$ cat src/hw/rtl/pidc_pkg.sv
// ----------------------------------------------------------------------------
// pidc_pkg: shared types and constants of the clamped PID controller
// Widths of the datapath, controller states, multiplier operand selects and
// the command/status groups between controller and datapath.
// ----------------------------------------------------------------------------
`default_nettype none

package pidc_pkg;

  // field and datapath widths
  localparam int DATA_W    = 32;  // measured, time, gains
  localparam int ERR_W     = 33;  // setpoint minus measured
  localparam int DIFF_W    = 34;  // error minus previous error
  localparam int QUO_W     = 33;  // derivative magnitude
  localparam int INTEG_W   = 64;  // integral accumulator
  localparam int PROD_W    = 64;  // one 32x32 partial product
  localparam int ACC_W     = 97;  // exact sum of the three terms
  localparam int DRIVE_W   = 8;
  localparam int LEVEL_W   = 7;   // magnitude of the clamped drive
  localparam int DIV_STEPS = 33;  // one quotient bit per step
  localparam int DIV_CNT_W = 6;
  localparam int CFG_IDX_W = 2;

  localparam logic [LEVEL_W-1:0] DRIVE_MAX = 7'd100;

  // configuration register indexes
  typedef enum logic [CFG_IDX_W-1:0] {
    REG_TARGET     = 2'd0,
    REG_PROP_GAIN  = 2'd1,
    REG_INTEG_GAIN = 2'd2,
    REG_DERIV_GAIN = 2'd3
  } cfg_reg_t;

  // configuration values, each signed Q16.16 in two's complement
  typedef struct packed {
    logic [DATA_W-1:0] target;
    logic [DATA_W-1:0] prop;
    logic [DATA_W-1:0] integ;
    logic [DATA_W-1:0] deriv;
  } pidc_cfg_t;

  typedef enum logic [3:0] {
    S_IDLE,
    S_DIV,
    S_MUL_ED,
    S_MUL_P,
    S_MUL_IL,
    S_MUL_IH,
    S_MUL_DL,
    S_MUL_DH,
    S_DRAIN,
    S_FINISH
  } state_t;

  // operand pair fed to the shared multiplier
  typedef enum logic [2:0] {
    MUL_NONE,
    MUL_ED,   // |error| * dt, for the integral
    MUL_P,    // |Kp| * |error|
    MUL_IL,   // |Ki| * |integral| low half
    MUL_IH,   // |Ki| * |integral| high half
    MUL_DL,   // |Kd| * |derivative| low half
    MUL_DH    // |Kd| * |derivative| high bit
  } mul_sel_t;

  typedef struct packed {
    logic     load;      // take the input word, update stored time and error
    logic     div_step;  // one restoring divider step
    mul_sel_t mul_sel;
    logic     finish;    // truncate, clamp and load the output register
  } ctrl_cmd_t;

  typedef struct packed {
    logic skip;  // first step or zero interval: no derivative, no integration
  } dp_status_t;

endpackage

`default_nettype wire

$ cat src/hw/rtl/pid_controller_clamped_core.sv
// ----------------------------------------------------------------------------
// pid_controller_clamped_core: PID controller with clamped integer drive
// Top level: configuration registers, sequencer and datapath.
// ----------------------------------------------------------------------------
// Each input word carries a signed Q16.16 measurement and a millisecond time
// stamp; each produces one output word holding the drive value, an integer
// clamped to [-100, 100]. A step whose stored time is zero counts as the first
// one and neither differentiates nor integrates; a zero interval likewise
// gives a zero derivative. The integral saturates at the signed 64-bit bounds.
// The serial restoring divider forms the derivative, one bit per cycle (it
// is skipped on a first step or zero interval); six products follow on the
// one shared 32x32 multiplier, the last is drained into the accumulator,
// and the sum is truncated and clamped into the output register. The next
// word is accepted while the result waits in the output register. Gains and
// setpoint are to be written only while the block is idle, which the block
// itself does not enforce; reset clears them, the stored time, error and integral.
// ----------------------------------------------------------------------------
`default_nettype none

module pid_controller_clamped_core #(
  parameter int FRAC_BITS = 16
) (
  input  wire         clk,
  input  wire         rst_n,
  // input stream
  input  wire         in_tvalid,
  output logic        in_tready,
  input  wire  [63:0] in_tdata,    // [31:0] measured, [63:32] time_ms
  // result stream
  output logic        out_tvalid,
  input  wire         out_tready,
  output logic [7:0]  out_tdata,   // [7:0] drive
  // configuration writes
  input  wire         cfg_wr_en,
  input  wire  [1:0]  cfg_index,
  input  wire  [31:0] cfg_wdata
);

  pidc_pkg::pidc_cfg_t  cfg_r;
  pidc_pkg::ctrl_cmd_t  cmd;
  pidc_pkg::dp_status_t status;

  // configuration register file
  always_ff @(posedge clk) begin
    if (!rst_n) begin
      cfg_r <= '0;
    end else if (cfg_wr_en) begin
      case (pidc_pkg::cfg_reg_t'(cfg_index))
        pidc_pkg::REG_TARGET:     cfg_r.target <= cfg_wdata;
        pidc_pkg::REG_PROP_GAIN:  cfg_r.prop   <= cfg_wdata;
        pidc_pkg::REG_INTEG_GAIN: cfg_r.integ  <= cfg_wdata;
        pidc_pkg::REG_DERIV_GAIN: cfg_r.deriv  <= cfg_wdata;
        default: begin
        end
      endcase
    end
  end

  pidc_ctrl u_ctrl (
    .clk        (clk),
    .rst_n      (rst_n),
    .in_tvalid  (in_tvalid),
    .in_tready  (in_tready),
    .out_tvalid (out_tvalid),
    .out_tready (out_tready),
    .status     (status),
    .cmd        (cmd)
  );

  pidc_datapath #(
    .FRAC_BITS (FRAC_BITS)
  ) u_datapath (
    .clk         (clk),
    .rst_n       (rst_n),
    .cmd         (cmd),
    .status      (status),
    .cfg         (cfg_r),
    .in_measured (in_tdata[31:0]),
    .in_time     (in_tdata[63:32]),
    .drive       (out_tdata)
  );

endmodule

`default_nettype wire

$ cat src/hw/rtl/pidc_ctrl.sv
// ----------------------------------------------------------------------------
// pidc_ctrl: sequencer of the clamped PID controller
// Steps the serial divider, walks the multiplier through its six products
// and hands the finished drive word to the output register.
// ----------------------------------------------------------------------------
`default_nettype none

module pidc_ctrl (
  input  wire                  clk,
  input  wire                  rst_n,
  input  wire                  in_tvalid,
  output logic                 in_tready,
  output logic                 out_tvalid,
  input  wire                  out_tready,
  input  pidc_pkg::dp_status_t status,
  output pidc_pkg::ctrl_cmd_t  cmd
);

  pidc_pkg::state_t               state_r, state_nxt;
  logic [pidc_pkg::DIV_CNT_W-1:0] cnt_r, cnt_nxt;
  logic                           out_valid_r, out_valid_nxt;

  // state, step counter and output valid
  always_ff @(posedge clk) begin
    if (!rst_n) begin
      state_r     <= pidc_pkg::S_IDLE;
      cnt_r       <= '0;
      out_valid_r <= 1'b0;
    end else begin
      state_r     <= state_nxt;
      cnt_r       <= cnt_nxt;
      out_valid_r <= out_valid_nxt;
    end
  end

  assign in_tready  = (state_r == pidc_pkg::S_IDLE);
  assign out_tvalid = out_valid_r;

  // next state and commands
  always_comb begin
    state_nxt    = state_r;
    cnt_nxt      = cnt_r;
    cmd.load     = 1'b0;
    cmd.div_step = 1'b0;
    cmd.mul_sel  = pidc_pkg::MUL_NONE;
    cmd.finish   = 1'b0;
    case (state_r)
      pidc_pkg::S_IDLE: begin
        if (in_tvalid) begin
          cmd.load  = 1'b1;
          cnt_nxt   = '0;
          state_nxt = pidc_pkg::S_DIV;
        end
      end
      pidc_pkg::S_DIV: begin
        if (status.skip) begin
          state_nxt = pidc_pkg::S_MUL_ED;
        end else begin
          cmd.div_step = 1'b1;
          cnt_nxt      = cnt_r + 1'b1;
          if (cnt_r == pidc_pkg::DIV_CNT_W'(pidc_pkg::DIV_STEPS - 1)) begin
            state_nxt = pidc_pkg::S_MUL_ED;
          end
        end
      end
      pidc_pkg::S_MUL_ED: begin
        cmd.mul_sel = pidc_pkg::MUL_ED;
        state_nxt   = pidc_pkg::S_MUL_P;
      end
      pidc_pkg::S_MUL_P: begin
        cmd.mul_sel = pidc_pkg::MUL_P;
        state_nxt   = pidc_pkg::S_MUL_IL;
      end
      pidc_pkg::S_MUL_IL: begin
        cmd.mul_sel = pidc_pkg::MUL_IL;
        state_nxt   = pidc_pkg::S_MUL_IH;
      end
      pidc_pkg::S_MUL_IH: begin
        cmd.mul_sel = pidc_pkg::MUL_IH;
        state_nxt   = pidc_pkg::S_MUL_DL;
      end
      pidc_pkg::S_MUL_DL: begin
        cmd.mul_sel = pidc_pkg::MUL_DL;
        state_nxt   = pidc_pkg::S_MUL_DH;
      end
      pidc_pkg::S_MUL_DH: begin
        cmd.mul_sel = pidc_pkg::MUL_DH;
        state_nxt   = pidc_pkg::S_DRAIN;
      end
      pidc_pkg::S_DRAIN: begin
        // last product lands in the accumulator
        state_nxt = pidc_pkg::S_FINISH;
      end
      pidc_pkg::S_FINISH: begin
        // hold until the output register is free
        if (!out_valid_r || out_tready) begin
          cmd.finish = 1'b1;
          state_nxt  = pidc_pkg::S_IDLE;
        end
      end
      default: begin
        state_nxt = pidc_pkg::S_IDLE;
      end
    endcase
  end

  // output word valid: set on finish, drop when taken
  always_comb begin
    out_valid_nxt = out_valid_r;
    if (cmd.finish) begin
      out_valid_nxt = 1'b1;
    end else if (out_tready) begin
      out_valid_nxt = 1'b0;
    end
  end

endmodule

`default_nettype wire

$ cat src/hw/rtl/pidc_datapath.sv
// ----------------------------------------------------------------------------
// pidc_datapath: arithmetic of the clamped PID controller
// Error and interval capture, serial restoring divider, shared 32x32
// magnitude multiplier, saturating integral, exact accumulator and clamp.
// ----------------------------------------------------------------------------
`default_nettype none

module pidc_datapath #(
  parameter int FRAC_BITS = 16
) (
  input  wire                                clk,
  input  wire                                rst_n,
  input  pidc_pkg::ctrl_cmd_t                cmd,
  output pidc_pkg::dp_status_t               status,
  input  pidc_pkg::pidc_cfg_t                cfg,
  input  wire  [pidc_pkg::DATA_W-1:0]        in_measured,
  input  wire  [pidc_pkg::DATA_W-1:0]        in_time,
  output logic [pidc_pkg::DRIVE_W-1:0]       drive
);

  localparam int SH = 2 * FRAC_BITS;

  // two's complement magnitudes
  function automatic logic [pidc_pkg::DATA_W-1:0] mag32(input logic [pidc_pkg::DATA_W-1:0] v);
    mag32 = v[pidc_pkg::DATA_W-1] ? (~v + 1'b1) : v;
  endfunction

  function automatic logic [pidc_pkg::INTEG_W-1:0] mag64(
    input logic [pidc_pkg::INTEG_W-1:0] v);
    mag64 = v[pidc_pkg::INTEG_W-1] ? (~v + 1'b1) : v;
  endfunction

  // stored controller state
  logic [pidc_pkg::DATA_W-1:0]  last_time_r;
  logic [pidc_pkg::ERR_W-1:0]   prev_err_r;
  logic [pidc_pkg::INTEG_W-1:0] integ_r, integ_nxt;

  // per-item working registers
  logic [pidc_pkg::DATA_W-1:0]  emag_r;
  logic                         eneg_r;
  logic [pidc_pkg::DATA_W-1:0]  dt_r;
  logic                         dneg_r;
  logic                         skip_r;
  logic [pidc_pkg::QUO_W-1:0]   quo_r;
  logic [pidc_pkg::DATA_W-1:0]  rem_r;
  logic [pidc_pkg::ACC_W-1:0]   acc_r, acc_nxt;
  logic [pidc_pkg::DRIVE_W-1:0] drive_r, drive_nxt;

  // multiplier stage
  logic [pidc_pkg::PROD_W-1:0]  prod_r;
  pidc_pkg::mul_sel_t           tag_r;
  logic                         pneg_r;
  logic                         phi_r;

  // capture arithmetic
  logic [pidc_pkg::ERR_W-1:0]   err;
  logic [pidc_pkg::DIFF_W-1:0]  diff;
  logic [pidc_pkg::DIFF_W-1:0]  diff_mag;
  logic [pidc_pkg::DATA_W-1:0]  dt;
  logic [pidc_pkg::ERR_W-1:0]   err_mag;

  assign err = {cfg.target[pidc_pkg::DATA_W-1], cfg.target}
             - {in_measured[pidc_pkg::DATA_W-1], in_measured};
  assign diff = {err[pidc_pkg::ERR_W-1], err}
              - {prev_err_r[pidc_pkg::ERR_W-1], prev_err_r};
  assign diff_mag = diff[pidc_pkg::DIFF_W-1] ? (~diff + 1'b1) : diff;
  assign err_mag  = err[pidc_pkg::ERR_W-1] ? (~err + 1'b1) : err;
  assign dt       = in_time - last_time_r;

  assign status.skip = skip_r;

  // divider step: shift in one dividend bit, subtract when it fits
  logic [pidc_pkg::DATA_W:0]    rem_sh;
  logic [pidc_pkg::DATA_W:0]    rem_sub;
  logic                         fits;

  assign rem_sh  = {rem_r, quo_r[pidc_pkg::QUO_W-1]};
  assign rem_sub = rem_sh - {1'b0, dt_r};
  assign fits    = (rem_sh >= {1'b0, dt_r});

  // capture, divide and stored state
  always_ff @(posedge clk) begin
    if (!rst_n) begin
      last_time_r <= '0;
      prev_err_r  <= '0;
      integ_r     <= '0;
    end else begin
      integ_r <= integ_nxt;
      if (cmd.load) begin
        last_time_r <= in_time;
        prev_err_r  <= err;
      end
    end
  end

  always_ff @(posedge clk) begin
    if (cmd.load) begin
      emag_r <= err_mag[pidc_pkg::DATA_W-1:0];
      eneg_r <= err[pidc_pkg::ERR_W-1];
      dt_r   <= dt;
      dneg_r <= diff[pidc_pkg::DIFF_W-1];
      skip_r <= (last_time_r == '0) || (dt == '0);
      quo_r  <= diff_mag[pidc_pkg::QUO_W-1:0];
      rem_r  <= '0;
    end else if (cmd.div_step) begin
      quo_r <= {quo_r[pidc_pkg::QUO_W-2:0], fits};
      rem_r <= fits ? rem_sub[pidc_pkg::DATA_W-1:0] : rem_sh[pidc_pkg::DATA_W-1:0];
    end
  end

  // operand selection for the shared multiplier
  logic [pidc_pkg::QUO_W-1:0]   dmag;
  logic [pidc_pkg::INTEG_W-1:0] imag;
  logic [pidc_pkg::DATA_W-1:0]  mul_a, mul_b;
  logic                         mul_neg, mul_hi;

  assign dmag = skip_r ? '0 : quo_r;
  assign imag = mag64(integ_r);

  always_comb begin
    mul_a   = '0;
    mul_b   = '0;
    mul_neg = 1'b0;
    mul_hi  = 1'b0;
    case (cmd.mul_sel)
      pidc_pkg::MUL_ED: begin
        mul_a   = emag_r;
        mul_b   = dt_r;
        mul_neg = eneg_r;
      end
      pidc_pkg::MUL_P: begin
        mul_a   = mag32(cfg.prop);
        mul_b   = emag_r;
        mul_neg = cfg.prop[pidc_pkg::DATA_W-1] ^ eneg_r;
      end
      pidc_pkg::MUL_IL: begin
        mul_a   = mag32(cfg.integ);
        mul_b   = imag[pidc_pkg::DATA_W-1:0];
        mul_neg = cfg.integ[pidc_pkg::DATA_W-1] ^ integ_r[pidc_pkg::INTEG_W-1];
      end
      pidc_pkg::MUL_IH: begin
        mul_a   = mag32(cfg.integ);
        mul_b   = imag[pidc_pkg::INTEG_W-1:pidc_pkg::DATA_W];
        mul_neg = cfg.integ[pidc_pkg::DATA_W-1] ^ integ_r[pidc_pkg::INTEG_W-1];
        mul_hi  = 1'b1;
      end
      pidc_pkg::MUL_DL: begin
        mul_a   = mag32(cfg.deriv);
        mul_b   = dmag[pidc_pkg::DATA_W-1:0];
        mul_neg = cfg.deriv[pidc_pkg::DATA_W-1] ^ dneg_r;
      end
      pidc_pkg::MUL_DH: begin
        mul_a   = mag32(cfg.deriv);
        mul_b   = {{(pidc_pkg::DATA_W-1){1'b0}}, dmag[pidc_pkg::QUO_W-1]};
        mul_neg = cfg.deriv[pidc_pkg::DATA_W-1] ^ dneg_r;
        mul_hi  = 1'b1;
      end
      default: begin
      end
    endcase
  end

  // register the product with its tag, sign and weight
  always_ff @(posedge clk) begin
    if (!rst_n) begin
      tag_r <= pidc_pkg::MUL_NONE;
    end else begin
      tag_r <= cmd.mul_sel;
    end
  end

  always_ff @(posedge clk) begin
    prod_r <= mul_a * mul_b;
    pneg_r <= mul_neg;
    phi_r  <= mul_hi;
  end

  // saturating integral update from |error| * dt
  logic [pidc_pkg::INTEG_W+1:0] ed_term;
  logic [pidc_pkg::INTEG_W+1:0] isum;

  assign ed_term = {2'b00, prod_r};
  assign isum    = {{2{integ_r[pidc_pkg::INTEG_W-1]}}, integ_r}
                 + (pneg_r ? (~ed_term + 1'b1) : ed_term);

  always_comb begin
    integ_nxt = integ_r;
    if (tag_r == pidc_pkg::MUL_ED && !skip_r) begin
      if (isum[pidc_pkg::INTEG_W+1:pidc_pkg::INTEG_W-1] inside {3'b000, 3'b111}) begin
        integ_nxt = isum[pidc_pkg::INTEG_W-1:0];
      end else if (isum[pidc_pkg::INTEG_W+1]) begin
        integ_nxt = {1'b1, {(pidc_pkg::INTEG_W-1){1'b0}}};
      end else begin
        integ_nxt = {1'b0, {(pidc_pkg::INTEG_W-1){1'b1}}};
      end
    end
  end

  // exact accumulation of the gain terms
  logic [pidc_pkg::ACC_W-1:0] term;

  assign term = phi_r ? {1'b0, prod_r, {pidc_pkg::DATA_W{1'b0}}}
                      : {{(pidc_pkg::ACC_W-pidc_pkg::PROD_W){1'b0}}, prod_r};

  always_comb begin
    acc_nxt = acc_r;
    if (cmd.load) begin
      acc_nxt = '0;
    end else if (!(tag_r inside {pidc_pkg::MUL_NONE, pidc_pkg::MUL_ED})) begin
      acc_nxt = pneg_r ? (acc_r - term) : (acc_r + term);
    end
  end

  always_ff @(posedge clk) begin
    acc_r <= acc_nxt;
  end

  // truncate toward zero, clamp and restore the sign
  logic                         acc_neg;
  logic [pidc_pkg::ACC_W-1:0]   acc_mag;
  logic [pidc_pkg::ACC_W-1:0]   acc_int;
  logic [pidc_pkg::LEVEL_W-1:0] level;
  logic [pidc_pkg::DRIVE_W-1:0] drv_mag;

  assign acc_neg = acc_r[pidc_pkg::ACC_W-1];
  assign acc_mag = acc_neg ? (~acc_r + 1'b1) : acc_r;
  assign acc_int = acc_mag >> SH;
  assign level   = (acc_int > pidc_pkg::ACC_W'(pidc_pkg::DRIVE_MAX))
                 ? pidc_pkg::DRIVE_MAX : acc_int[pidc_pkg::LEVEL_W-1:0];
  assign drv_mag = {1'b0, level};

  always_comb begin
    drive_nxt = drive_r;
    if (cmd.finish) begin
      drive_nxt = acc_neg ? (~drv_mag + 1'b1) : drv_mag;
    end
  end

  always_ff @(posedge clk) begin
    drive_r <= drive_nxt;
  end

  assign drive = drive_r;

endmodule

`default_nettype wire
$ cat config.mk
export PLATFORM = sky130hd
export DESIGN_NAME = pid_controller_clamped_core
export DESIGN_NICKNAME = d
export VERILOG_FILES = /design/src/hw/rtl/pidc_pkg.sv /design/src/hw/rtl/pid_controller_clamped_core.sv /design/src/hw/rtl/pidc_ctrl.sv /design/src/hw/rtl/pidc_datapath.sv
export SDC_FILE = /design/constraint.sdc
export NUM_CORES = 2
export LEC_CHECK = 0
export ABC_CLOCK_PERIOD_IN_PS = 18000
export BUFFER_PORTS_ARGS = -buffer_cell sky130_fd_sc_hd__buf_2
export CORE_AREA = 2 2 429 431
export CTS_CLUSTER_DIAMETER = 150
export DETAILED_ROUTE_END_ITERATION = 10
export DIE_AREA = 0 0 431 433
export GPL_ROUTABILITY_DRIVEN = 0
export GPL_TIMING_DRIVEN = 0
export PLACE_DENSITY_LB_ADDON = 0.2
export SLEW_MARGIN = 5
export SYNTH_ARGS = -nofsm -noshare
export SYNTH_HDL_FRONTEND = slang
export SYNTH_SLANG_ARGS = --single-unit
$ cat constraint.sdc
create_clock -name clk -period 18 [get_ports clk]
set_input_delay 3.6 -clock clk [delete_from_list [all_inputs] [get_ports clk]]
set_output_delay 3.6 -clock clk [all_outputs]
set_load 0.005 [all_outputs]
; After elaboration in Yosys (flattened, before gate mapping)
; Index checks and enable logic that the tools add are counted.
[word_totals]
ff_bits = 574
latch_bits = 0
ramBits = 0
romBits = 0
input_bits = 103
memories = 0
[classes]
n_addsub = 17
multipliers = 1
div = 0
n_lt_le_gt_ge = 2
n_eq_ne = 25
shift = 0
muxes = 39
bitwise = 12
n_reduce_logical = 25
[op_table]
columns = cell, n
row1 = two-way mux 97 bit, 2
row2 = two-way mux 64 bit, 3
row3 = one-hot mux 32 bit (6 select lines), 1
row4 = two-way mux 32 bit, 5
row5 = two-way mux 33 bit, 4
row6 = adder 32 x 1 -> 32 bit (second input constant), 4
row7 = NOT 32 bit, 4
row8 = one-hot mux 32 bit (4 select lines), 1
row9 = adder 97 x 1 -> 97 bit (second input constant), 1
row10 = adder 97 bit, 1
row11 = NOT 97 bit, 1
row12 = subtractor 97 bit, 1
row13 = two-way mux 96 bit, 1
row14 = adder 66 x 1 -> 66 bit (second input constant), 1
row15 = adder 66 bit, 1
row16 = two-way mux 66 bit, 1
row17 = NOT 64 -> 66 bit, 1
row18 = > comparator 65 x 7 -> 1 bit (second input constant), 1
row19 = adder 64 x 1 -> 64 bit (second input constant), 1
row20 = zero test 32 bit, 2
row21 = multiplier 32 x 32 -> 64 bit, 1
row22 = NOT 64 bit, 1
row23 = subtractor 32 bit, 2
row24 = one-hot mux 4 bit (10 select lines), 1
row25 = 39 further kinds, 79

; Logic depth before layout (Yosys ltp)
[logic_depth]
ltp_word = 8
mapped_depth = 44
depth_no_buf = 42

; Hierarchy
; A second synthesis with hierarchy kept.
[unflattened]
hier_cells = 10522
hier_area_um2 = 83772.8
[modules_own_cells]
columns = module, n_inst, cells_each, area_each_um2, seq_area_each_um2
row1 = pidc_datapath, 1, 9990, 78321.4, 9789.4
row2 = pid_controller_clamped_core, 1, 453, 4792.1, 2562.5
row3 = pidc_ctrl, 1, 79, 659.4, 220.2

; Worst setup path before layout
; No wires, ideal clock.
[synth_timing]
path_kind = register to register
start = reg u_datapath.integ_r[28] (netlist name)
end = reg u_datapath.prod_r[61] (netlist name)
t_arrival_ps = 10924
t_required_ps = 17873
setup_slack_ps = 6949
path_stages_with_launch = 39
n_path_buf = 2
path_cell_list = dfxtp_1 > or4_4 > or4_4 > or4_4 > nor3_4 > nand2_1 > nand2_1 > xor2_1 > nor2_1 > a2111oi_0 > clkbuf_1 > nor2_1 > fa_1 > fa_1 > fa_1 > inv_1 > fa_1 > inv_1 > [... 3 more ...] > inv_1 > fa_1 > inv_1 > ha_1 > clkbuf_1 > a211oi_1 > o21ai_0 > a211oi_1 > o32ai_1 > a21oi_1 > o21bai_1 > a31oi_1 > o21ai_0 > a31o_2 > a31o_2 > a21boi_0 > o21ai_0 > xor2_1
[synth_via]
elab_chain_len = 5
[synth_rtl]
columns = item, line
row1 = from (decl), pidc_datapath.sv:36  ; logic [pidc_pkg::INTEG_W-1:0] integ_r, integ_nxt;
row2 = from (signal assigned), pidc_datapath.sv:88  ; integ_r <= integ_nxt;
row3 = NOT 64 bit, pidc_datapath.sv:30  ; mag64 = v[pidc_pkg::INTEG_W-1] ? (~v + 1'b1) : v;
row4 = adder 64 x 1 -> 64 bit, pidc_datapath.sv:30
row5 = two-way mux 64 bit *, pidc_datapath.sv:30
row6 = one-hot mux 32 bit (6 select lines) *, pidc_datapath.sv:125  ; case (cmd.mul_sel)
row7 = multiplier 32 x 32 -> 64 bit *, pidc_datapath.sv:173  ; prod_r <= mul_a * mul_b;
row8 = to (signal assigned), pidc_datapath.sv:173
row9 = to (decl), pidc_datapath.sv:50  ; logic [pidc_pkg::PROD_W-1:0] prod_r;
; Mark *: on every way between the ends. The rest lies on a longest branch, timed or not.
; A chain may end at the register's enable or synchronous reset.

; Final worst setup path
[layout_timing]
start = reg u_datapath.integ_r[29] (netlist name)
end = reg u_datapath.prod_r[59] (netlist name)
; The elaborated chain is that of the path after synthesis.

==> results by stage <==
Hold path:
- For hold timing, the worst endpoint is u_datapath.prev_err_r[27]$_SDFFE_PN0P_.
- In this run the worst hold path is classified as flop to flop.
- The number of cells on the worst hold path is 2.
- The worst hold path startpoint is u_datapath.prev_err_r[27]$_SDFFE_PN0P_.

Timing:
- Static timing analysis puts the maximum clock frequency at around 0.07 GHz.
- Setup repair after global routing left no endpoint under its margin.
- The number of hold-slack violations in the final timing report came to 0.
- Dividing the final minimum period by the clock period gives 79.4%.
- The worst max-slew margin expressed relative to the limit is -0.735%.
- The setup TNS is 0 ps.
- The number of pins with negative max-slew slack in the final report was 6.
- Setup violations remaining at the end of the flow were counted as 0.
- Between clock sinks in the finished design, the worst skew comes to between 60 and 70 ps.
- The final critical delay including setup and external delays is between 10000 and 15000 ps.
- The worst-margin pin slew is 1510 ps.
- The slack of the critical path is 3710 ps.

Detailed routing:
- The average wire per cell in the routed design is 25.4 um.
- The antenna violation net count after detailed routing is 0.
- The number of vias per cell after detailed routing is 6.06.
- Summed over all layers, the routed wires come to 332000 um.
- The total vias in the final route is 79000.
- In the routed design, unresolved DRC markers number 0.
- The first detailed-routing pass took 10 iterations.
- The number of DRC violations after detailed-routing iteration 0 is ~9400.

Setup path:
- The worst setup path is of the flop to flop kind.
- STA puts the critical path data required time at roughly 19000 ps.
- The cell that appears most often on the critical path is sky130_fd_sc_hd__fa_1.
- Counting cells, the worst reg-to-reg path comes to 38.
- On the critical path the largest part of the delay comes from adder cells.
- The number of buffers and inverters on the critical path is 4.
- The category of the worst setup path launch point is a flop.
- The maximum fanout count along the critical path is 10.
- The source of the worst register-to-register timing path is u_datapath.integ_r[29]$_SDFFE_PN0P_.
- The kind of end point of the critical path is a flop.
- The slowest stage of the critical path is the sky130_fd_sc_hd__a2111oi_2 cell.
- The worst reg-to-reg setup slack is 3710 ps.
- For this run, the slowest stage of the critical path takes 1290 ps.
- For the worst setup path, the data arrival time is approximately 15000 ps.
- The capturing point of the worst reg2reg path is u_datapath.prod_r[59]$_DFF_P_.

Die:
- The area enclosed by the die boundary is roughly 190000 um2.
- The placeable core area is 182000 um2.
- Pin placement for this block handled 113 I/O pins.
- The number of placement rows is 157.
- In this run the vertical extent of the chip is 433 um.
- Once the floorplan was initialized, standard cells occupied 44.7% of the core.
- The die extent in x is 431 um.

Synth:
- Synthesis inferred 574 register bits.
- After synthesis, the cell types taking the most area are sky130_fd_sc_hd__fa_1 22%, sky130_fd_sc_hd__dfxtp_1 11%, sky130_fd_sc_hd__ha_1 8.7%.
- The synthesized design spends more area on one cell type than any other, namely sky130_fd_sc_hd__fa_1.
- Sequential cells were found to cover 15.4% of the synthesized design area.
- In the synthesized netlist the dominant register cell turns out to be sky130_fd_sc_hd__dfxtp_1.
- The mean cell area of the mapped netlist is between 7 and 8 um2.
- The synthesized cell area is 81400 um2.
- Counting flops with an async set or reset pin after synthesis yields a share of 0%.
- The count of flip-flops with a built-in enable after synthesis is 108.
- The net count of the mapped netlist is 12000.
- The commonest cells after synthesis are 1412 x sky130_fd_sc_hd__nand2_1, 1287 x sky130_fd_sc_hd__inv_1, 1039 x sky130_fd_sc_hd__nor2_1.
- The leading cell type by number of instances after synthesis is sky130_fd_sc_hd__nand2_1.
- The count of warnings emitted by yosys is 0.
- The distinct cell type count of the synthesized netlist is 94.
- The share of Yosys cell area claimed by the top area cell type is 22.2%.
- The synthesized instance count is 10400.

Job:
- Max-cap violations in this run came to 1.

Clock tree:
- The H-tree generated during clock tree synthesis spans 3 levels.
- Clock tree synthesis found a total of 574 sinks.
- Hold repair after CTS inserted 0 buffers.
- The post-CTS clock slew at the launch and capture registers of the worst setup and hold paths is 60 ps.
- The root cell of the clock tree is sky130_fd_sc_hd__clkbuf_16.
- Gates resized during post-CTS repair numbered 0.
- TritonCTS built the clock tree.
- The worst-case clock buffer depth is 3.
- The post-CTS setup-driven buffer insertion count is 0.
- Buffers inserted during clock tree synthesis total 72.
- The insertion delay of the later-clocked pin in the worst-skew pair is about 730 ps.

Place:
- The number of placed cells counting well taps is 12900.
- The worst setup slack after placement is 4040 ps.
- The number of port buffers is 112.
- The placed wire-length estimate after detailed placement is 268000 um.

Global route:
- The global-route congestion overflow total is 0.
- The via count of the first global-routing pass is 75600.
- The number of antenna violations at the first check in global routing is 18.
- Global routing used between 30% and 40% of the available tracks.
- The wire length of the first global-routing pass is 485000 um.
- The pin count of the biggest net entering global routing is 47.

Power and ir drop:
- For this design the static power due to leakage is 38.9 nW.
- The worst-case IR drop observed on VDD is 0.0884 mV.
- Power comes to between 10 and 15 mW.
- For this design the ratio of total power to cell area is 125 nW/um2.

Layout:
- The signed area change from the synthesized netlist to the final layout is 8.08%.
- Cells with a size suffix above 1 make up under 10% of the layout.
- After filler insertion, the fill cell instance count of the layout stands at between 15000 and 20000.
- The area used by sequential logic in the layout is 12600 um2.
- The number of nets in the finished design is roughly 12000.
- The final instance count without filler cells is 13000.
- The area of the multi-input gates is about 62000 um2.

Run status:
- The final reports fail on max-capacitance violations, max-slew violations.
- The flow ran to the end, but the final reports show violations.
-- layout make-up --
cell class | count | share of cell area [%]
clock buffer | 91 | 2.22
tap | 2385 | 3.39
clock inverter | 40 | 0.734
sequential | 574 | 14.3
multi-input combinational | 7957 | 70.5
antenna | 9 | 0.0256
inverter | 1289 | 5.50
buffer | 563 | 2.42
timing repair buffer | 138 | 0.966
-- logic make-up after synthesis --
| group | after synthesis | share of synthesized area, % |
|---|---|---|
| simple gates | 3536 | 19.5 |
| compound gates | 2245 | 17.9 |
| buf+inv | 1852 | 8.56 |
| fa+ha+maj | 1465 | 30.8 |
| xor+xnor | 642 | 6.91 |
| flops | 574 | 15.4 |
| mux | 69 | 0.859 |
-- per-stage QoR --
stage	util (%)	instance area [um2]	hold WS, ps
global placement	46.7	84900	453
global route	48.3	88000	480
CTS	48.3	87900	467
finish	48.3	88000	466
detailed placement	46.9	85300	459
floorplan	-	81400	439
-- layer usage --
layer  vias to the layer above  GRT usage, %  wire [um]
met2                      5002          51.8     138000
met1                     37800          43.3     124000
met4                        14          24.2      29400
li1                      34900             -          -
met3                      1350          10.2      39800
met5                         -         0.130        125
-- power by group --
| part | internal (mW) | switching [mW] |
|---|---|---|
| clock network | 0.944 | 0.657 |
| logic | 2.41 | 5.20 |
| registers | 1.54 | 0.281 |
-- how the worst max path moves through the flow --
| stage | from | to | slack, ps | depth (start not counted) |
|---|---|---|---|---|
| 4_1_cts | u_datapath.integ_r[29]$_SDFFE_PN0P_ | u_datapath.prod_r[59]$_DFF_P_ | 4020 | 38 |
| 6_report | u_datapath.integ_r[29]$_SDFFE_PN0P_ | u_datapath.prod_r[59]$_DFF_P_ | 3710 | 38 |
| 5_1_grt | u_datapath.integ_r[29]$_SDFFE_PN0P_ | u_datapath.prod_r[59]$_DFF_P_ | 3240 | 38 |
| 2_1_floorplan | u_datapath.integ_r[28]$_SDFFE_PN0P_ | u_datapath.prod_r[61]$_DFF_P_ | 6950 | 38 |
| 3_3_place_gp | u_ctrl.state_r[0]$_SDFFE_PN0P_ | u_datapath.prod_r[56]$_DFF_P_ | 1560 | 36 |
| 3_5_place_dp | u_datapath.integ_r[28]$_SDFFE_PN0P_ | u_datapath.prod_r[59]$_DFF_P_ | 4040 | 38 |
-- worst min-delay path, stage by stage, from the launching register on --
cell	delay [ps]
sky130_fd_sc_hd__dfxtp_1	300
sky130_fd_sc_hd__nand2_1	50
sky130_fd_sc_hd__a21boi_0	70
-- sequential cells by signal, summed over array words and instances, names as in the netlist, 3 cells and up --
signal,cells
u_datapath.last_time_r,32
u_ctrl.state_r,4
u_datapath.integ_r,64
u_datapath.prod_r,64
u_datapath.rem_r,32
u_datapath.tag_r,3
u_ctrl.cnt_r,6
u_datapath.quo_r,33
u_datapath.dt_r,32
u_datapath.drive,8
u_datapath.acc_r,97
u_datapath.prev_err_r,33
cfg_r,128
u_datapath.emag_r,32
-- cell usage in the layout (no fill, tap or decap), types with 73 or more instances in the layout --
cell type                   count
sky130_fd_sc_hd__a21boi_0     205
sky130_fd_sc_hd__inv_1       1286
sky130_fd_sc_hd__or3_1         73
sky130_fd_sc_hd__nand4_1       84
sky130_fd_sc_hd__xor2_1       315
sky130_fd_sc_hd__fa_1         902
sky130_fd_sc_hd__o21bai_1      74
sky130_fd_sc_hd__ha_1         563
sky130_fd_sc_hd__xnor2_1      327
sky130_fd_sc_hd__o31ai_1      101
sky130_fd_sc_hd__nand2b_1     161
sky130_fd_sc_hd__dfxtp_1      466
sky130_fd_sc_hd__buf_2        122
sky130_fd_sc_hd__o21ai_0      489
sky130_fd_sc_hd__nor4_1        83
sky130_fd_sc_hd__clkbuf_1     519
sky130_fd_sc_hd__nand3_1      156
sky130_fd_sc_hd__edfxtp_1     108
sky130_fd_sc_hd__nand2_1     1412
sky130_fd_sc_hd__nor3_1       145
sky130_fd_sc_hd__nor2_1      1033
sky130_fd_sc_hd__a21o_1       176
sky130_fd_sc_hd__clkbuf_16     73
sky130_fd_sc_hd__or2_2         78
sky130_fd_sc_hd__a211oi_1      90
sky130_fd_sc_hd__a21oi_1      604
Power figures use the tool's default switching activity.
